**config.mk**
```make
export PLATFORM = sky130hd
export DESIGN_NAME = wmp_ctrl
export DESIGN_NICKNAME = d
export VERILOG_FILES = /design/src/sv/wmp_pkg.sv /design/src/sv/wmp_ctrl.sv
export VERILOG_INCLUDE_DIRS = /design/src /design/src/sv
export SDC_FILE = /design/constraint.sdc
export NUM_CORES = 1
export LEC_CHECK = 0
export BUFFER_PORTS_ARGS = -buffer_cell sky130_fd_sc_hd__buf_2
export CAP_MARGIN = 5
export CORE_AREA = 2 2 39 41
export DETAILED_ROUTE_END_ITERATION = 16
export DIE_AREA = 0 0 41 43
export PLACE_DENSITY = 0.35
export SLEW_MARGIN = 15
export SYNTH_ARGS = -nofsm -noshare
export SYNTH_HDL_FRONTEND = slang
export SYNTH_SLANG_ARGS = --single-unit
```
**constraint.sdc**
```tcl
create_clock -name clk -period 1.5 [get_ports clk]
set_input_delay 0.225 -clock clk [delete_from_list [all_inputs] [get_ports clk]]
set_output_delay 0.225 -clock clk [all_outputs]
set_load 0.005 [all_outputs]
```
**src/sv/assert_macros.svh**
```systemverilog
`ifndef ASSERT_MACROS_SVH
`define ASSERT_MACROS_SVH

// Condition that holds at every clock edge out of reset.
`define ASSERT_ALWAYS(label, cond, msg) \
    label: assert property (@(posedge clk) disable iff (!rst_n) (cond)) else $error(msg);

// Same-cycle implication.
`define ASSERT_IMPLY(label, ante, cons, msg) \
    label: assert property (@(posedge clk) disable iff (!rst_n) (ante) |-> (cons)) \
        else $error(msg);

// Next-cycle implication.
`define ASSERT_NEXT(label, ante, cons, msg) \
    label: assert property (@(posedge clk) disable iff (!rst_n) (ante) |=> (cons)) \
        else $error(msg);

`endif

```
**src/sv/wmp_pkg.sv**
```systemverilog
package wmp_pkg;

    localparam int PIX_W    = 8;
    localparam int DIM_W    = 9;
    localparam int WIN_W    = 4;
    localparam int PC_W     = 11;
    localparam int PI_W     = 10;
    localparam int PC_MAX   = 1024;
    localparam int ADDR_W   = 5;
    localparam int DATA_W   = 32;

    localparam logic signed [PIX_W-1:0] PIX_MIN = 8'sh80;

    typedef enum logic [2:0] {
        REG_PLANE_HEIGHT  = 3'd0,
        REG_PLANE_WIDTH   = 3'd1,
        REG_WINDOW_HEIGHT = 3'd2,
        REG_WINDOW_WIDTH  = 3'd3,
        REG_STEP_SIZE     = 3'd4,
        REG_PLANE_COUNT   = 3'd5
    } wmp_reg_t;

    typedef struct packed {
        logic [DIM_W-1:0] plane_height;
        logic [DIM_W-1:0] plane_width;
        logic [WIN_W-1:0] window_height;
        logic [WIN_W-1:0] window_width;
        logic [WIN_W-1:0] step_size;
        logic [PC_W-1:0]  plane_count;
    } wmp_cfg_t;

    localparam wmp_cfg_t CFG_RESET = '{
        plane_height:  9'd32,
        plane_width:   9'd32,
        window_height: 4'd2,
        window_width:  4'd2,
        step_size:     4'd2,
        plane_count:   11'd1
    };

    typedef enum logic [1:0] {
        ST_IDLE,
        ST_READ,
        ST_FOLD,
        ST_DONE
    } wmp_state_t;

    typedef struct packed {
        logic accept;
        logic rd;
        logic load;
    } wmp_cmd_t;

    typedef struct packed {
        logic closes;
        logic rd_last;
        logic out_free;
    } wmp_status_t;

endpackage

```
**src/sv/wmp_ctrl.sv**
```systemverilog
`include "assert_macros.svh"

module wmp_ctrl (
    input  logic                 clk,
    input  logic                 rst_n,
    input  logic                 in_valid,
    output logic                 in_stall,
    output wmp_pkg::wmp_cmd_t    cmd,
    input  wmp_pkg::wmp_status_t status
);

    import wmp_pkg::*;

    wmp_state_t state_reg;
    wmp_state_t state_next;

    always_ff @(posedge clk or negedge rst_n)
    begin
        if (!rst_n)
        begin
            state_reg <= ST_IDLE;
        end
        else
        begin
            state_reg <= state_next;
        end
    end

    always_comb
    begin
        state_next = state_reg;
        cmd        = '0;
        in_stall   = 1'b1;
        unique case (state_reg)
            ST_IDLE:
            begin
                in_stall   = 1'b0;
                cmd.accept = in_valid;
                if (in_valid && status.closes)
                begin
                    state_next = ST_READ;
                end
            end
            ST_READ:
            begin
                cmd.rd = 1'b1;
                if (status.rd_last)
                begin
                    state_next = ST_FOLD;
                end
            end
            ST_FOLD:
            begin
                state_next = ST_DONE;
            end
            ST_DONE:
            begin
                if (status.out_free)
                begin
                    cmd.load   = 1'b1;
                    state_next = ST_IDLE;
                end
            end
            default:
            begin
                state_next = ST_IDLE;
            end
        endcase
    end

    `ASSERT_NEXT(a_close_starts_read, cmd.accept && status.closes, state_reg == ST_READ, "closing beat did not start window read")
    `ASSERT_NEXT(a_last_read_folds, state_reg == ST_READ && status.rd_last, state_reg == ST_FOLD, "read sweep did not end in fold")
    `ASSERT_NEXT(a_done_waits, state_reg == ST_DONE && !status.out_free, state_reg == ST_DONE, "result dropped while output busy")

endmodule

```
; ---- Yosys cells after proc, flatten, opt, wreduce, memory -nomap -nowiden
; Index checks and enable logic that the tools add are counted.
[word_totals]
register_bits = 2
elab_cells = 19
[classes]
n_eq_ne = 6
muxes = 9
n_reduce_logical = 3
[op_table]
columns = op, count
row1 = 2-bit case mux with 4 select lines, 1
row2 = 2-bit 2-to-1 mux, 3
row3 = "2-bit != test, second input constant", 3
row4 = 1-bit 2-to-1 mux, 5
row5 = "2-bit equality test, second input constant", 2
row6 = 3-bit AND reduction, 1
row7 = "2-bit by 1-bit equality test with 1-bit output, second input constant", 1
row8 = 2-bit logical NOT, 1
row9 = 1-bit logical AND, 1

; ---- Longest topological paths before layout
[depth]
ltp_word = 3
depth_mapped = 4

; ---- Worst setup path before layout
; OpenSTA, ideal clock, no wires.
[synth_timing]
path_kind = reg2reg
start = reg state_reg[1]
end = reg state_reg[1]
setup_time_ns = 0.127
t_arrival_ns = 1.404
required_time_ns = 1.373
setup_slack_ns = -0.031
path_stages_with_launch = 5
path_cell_list = dfrtp_1 inv_1 ha_1 a222oi_1 mux2_1
[synth_between]
elab_chain_cells = 3
word_cells_on_any_way = 9
[synth_lines]
columns = element, line
row1 = start: declaration, wmp_ctrl.sv:14  ; wmp_state_t state_reg;
row2 = start signal: assignment, wmp_ctrl.sv:25  ; state_reg <= state_next;
row3 = 2-bit by 1-bit equality test with 1-bit output (tied with other cells), wmp_ctrl.sv:34  ; unique case (state_reg)
row4 = 2-bit != test (no source line), --
row5 = 3-bit AND reduction (no source line), --
; Several ways; a longest one is shown, not always the timed one.
; A chain may end at the register's enable or synchronous reset.

; ---- Worst setup path in the final report
; Ends and elaborated chain as after synthesis.

==> run_results.csv <==
group,metric,value,unit
setup_path,critical_path_required,1.60,ns
synth,synth_simple_gate_area_share,11.0,%
power,p_leak,0.205,nW
synth,synthTopCellsByCount,"ha_1, inv_1, and2_1, dfrtp_1",
sta,setup_violations,1,
synth,synth_top_area_share,34.2,%
grt,grt_busiest_layer,"met2",
sta,slew_headroom,82.3,%
synth,yosys_warnings,0,
run_status,status,"finished with violations",
power,peakVddDrop,697,uV
synth,syn_area,183,um^2
synth,synth.area.top_cells,"ha_1, dfrtp_1, inv_1",
clock_tree,clock-root-buffer,"clkbuf_4",
clock_tree,clock_sinks,2,
setup_path,crit_path_end_kind,"flop",
run_status,violations,"setup timing",
sta,clock_skew,0.00219,ns
grt,use_met1,6.75,%
min_path,hold_path_class,"input pin to async pin",
final_layout,drive_gt1_share,67.5,%
die,dieArea,0.00176,mm^2
clock_tree,clock_latency,0.22,ns
sta,fin_tns_setup,-0.0205,ns
sta,drv_slew,0,
die,fp.dieW,41,um
sta,max_freq,0.658,GHz
sta,worst_pin_slew,0.266,ns
grt,grtUsageMet3,4.71,%
die,core-area,0.00138,mm^2
grt,overflow,0,
synth,synth_seq_cells,2,
synth,synth_cells,19,
sta,fin_ws,-0.0205,ns
placement,portBuffers,9,
sta,min_period,1.52,ns
setup_path,critPathMaxFanout,3,
clock_tree,cts_max_path_buffers,2,
setup_path,critPathLaunchType,"flop",
synth,yosysSeqAreaShare,27.4,%
sta,hold_viol,0,
clock_tree,cts_tree,"yes",
synth,synth-xor-area-share,0,%
synth,synth_flop_cell,"dfrtp_1",
clock_tree,htree_num_levels,1,
final_layout,largest_reg_flops,2,
synth,syn_nets,30,
synth,synth_mux_area_share,11.6,%
synth,synth_area_per_cell,9.61,um^2
synth,post-synth-top-area-cell,"ha_1",
drt,dr.pass1.iters,4,
drt,drc,0,
grt,grt_pass1_vias,236,
final_layout,antenna_cells,0,
grt,antenna_found_initial,0,
drt,totalWireLength,496,um
drt,drt_iter0_drc,8,
clock_tree,cts.clk_slew.worst_paths,0.03,ns
setup_path,timing.rr.start,"state_reg[1]$_DFFE_PN0P_",
power,p_per_area,2070,mW/mm^2
grt,grtUsageMet2,13.1,%
grt,track_usage,7.83,%
clock_tree,cts_buffers,3,
drt,vias,200,
die,start_util,13.2,%
setup_path,arrival,1.62,ns
final_layout,area_delta_synth_final,106,%
sta,grt_setup_unrepaired,"true",
placement,gp_congestion,0.649,
synth,synth_edf_count,0,
synth,synth_top_family_by_area,"adder cells",
die,die_h,43,um
setup_path,path_class,"flop to flop",
drt,post_drt_via_cell_ratio,3.57,
final_layout,post-route-util,27.2,%
drt,ant_nets,0,
job,maxCapViolCount,0,
synth,synthAdderAreaFrac,34.2,%
setup_path,crit_start,"state_reg[1]$_DFFE_PN0P_",
drt,wl_per_cell,8.86,um
grt,grt_pass1_wl,876,um
synth,synth.distinct_cells,9,
synth,synth_compound_area_share,5.48,%
final_layout,nets,53,
die,io-pin-count,10,
grt,grt_max_degree,4,
synth,async_flop_share,100,%
die,fp-row-count,14,
sta,timing.final.crit_share,101,%
==> cells by family (layout without fill, tap and decap cells) <==
| group | after synthesis | in the layout |
|---|---|---|
| compound gates | 1 | 1 |
| fa+ha+maj | 5 | 5 |
| buf+inv | 5 | 26 |
| flops | 2 | 2 |
| mux | 2 | 2 |
| simple gates | 4 | 4 |
==> final cells by class <==
cell class	instances	area (um^2)
timing repair buffer	18	119
inverter	5	18.8
fill	145	1010
sequential	2	51.3
multi-input combinational	12	145
tap	16	20.0
clock buffer	3	22.5
==> layer usage <==
metal	routed length, um	part of all wire (%)	up-vias
met2	263	53	10
met4	0	0	0
met1	191	39	89
li1	-	-	101
met3	41	8.3	0
met5	0	0	-
==> cells in the final DEF, fill, tap and decap left out <==
master and count:
dfrtp_1 1, ha_1 2, inv_1 3, buf_6 1, buf_2 9, dfrtp_2 1
mux2_4 1, nor2_1 1, ha_4 2, dlygate4sd3_1 1, nand2_1 1, inv_2 2
clkbuf_4 3, mux2i_1 1, ha_2 1, buf_4 7, a222oi_1 1, and2_1 2
==> critical path: stages (launching register included) <==
cell	delay [ns]
dfrtp_1	0.39
inv_2	0.08
ha_4	0.16
a222oi_1	0.30
buf_4	0.18
mux2_4	0.29
==> power by group <==
| part | internal (mW) | switching (mW) | total [mW] |
|---|---|---|---|
| logic | 0.336 | 0.198 | 0.534 |
| registers | 0.0887 | 0.0408 | 0.129 |
| clock network | 0.0882 | 0.0297 | 0.118 |
==> final timing paths <==
path / endpoint / slack [ns] / cells after the start
max: state_reg[1]$_DFFE_PN0P_ / -0.02 / 5
min: state_reg[1]$_DFFE_PN0P_ / 0.32 / 2
max reg2reg: state_reg[1]$_DFFE_PN0P_ / -0.02 / 5
min reg2reg: state_reg[1]$_DFFE_PN0P_ / 0.69 / 2
max in group asynchronous: state_reg[0]$_DFFE_PN0P_ / 1.08 / 2
min in group clk: state_reg[1]$_DFFE_PN0P_ / 0.58 / 5
==> through the flow <==
step	setup slack (ns)	cell area (um^2)	instances	hold WS, ns	power [mW]
finish	-0.0205	377	56	0.315	0.781
global route	-0.0959	377	56	0.322	0.871
CTS	-0.00307	372	56	0.304	0.780
detailed placement	-0.0767	293	48	0.0134	0.506
global placement	-0.0379	293	48	0.00975	0.491
floorplan	-0.00214	198	19	-0.0706	0.316
==> repair_timing <==
action / 4_1_cts / 5_1_grt
gates resized for setup: 3 / 2
hold endpoints to repair: 2 / 0
gates cloned: 0 / 0
hold buffers: 1 / 0
pin swaps: 1 / 0
buffers inserted: 4 / 0
setup endpoints to repair: 2 / 3
Power figures use the tool's default switching activity.
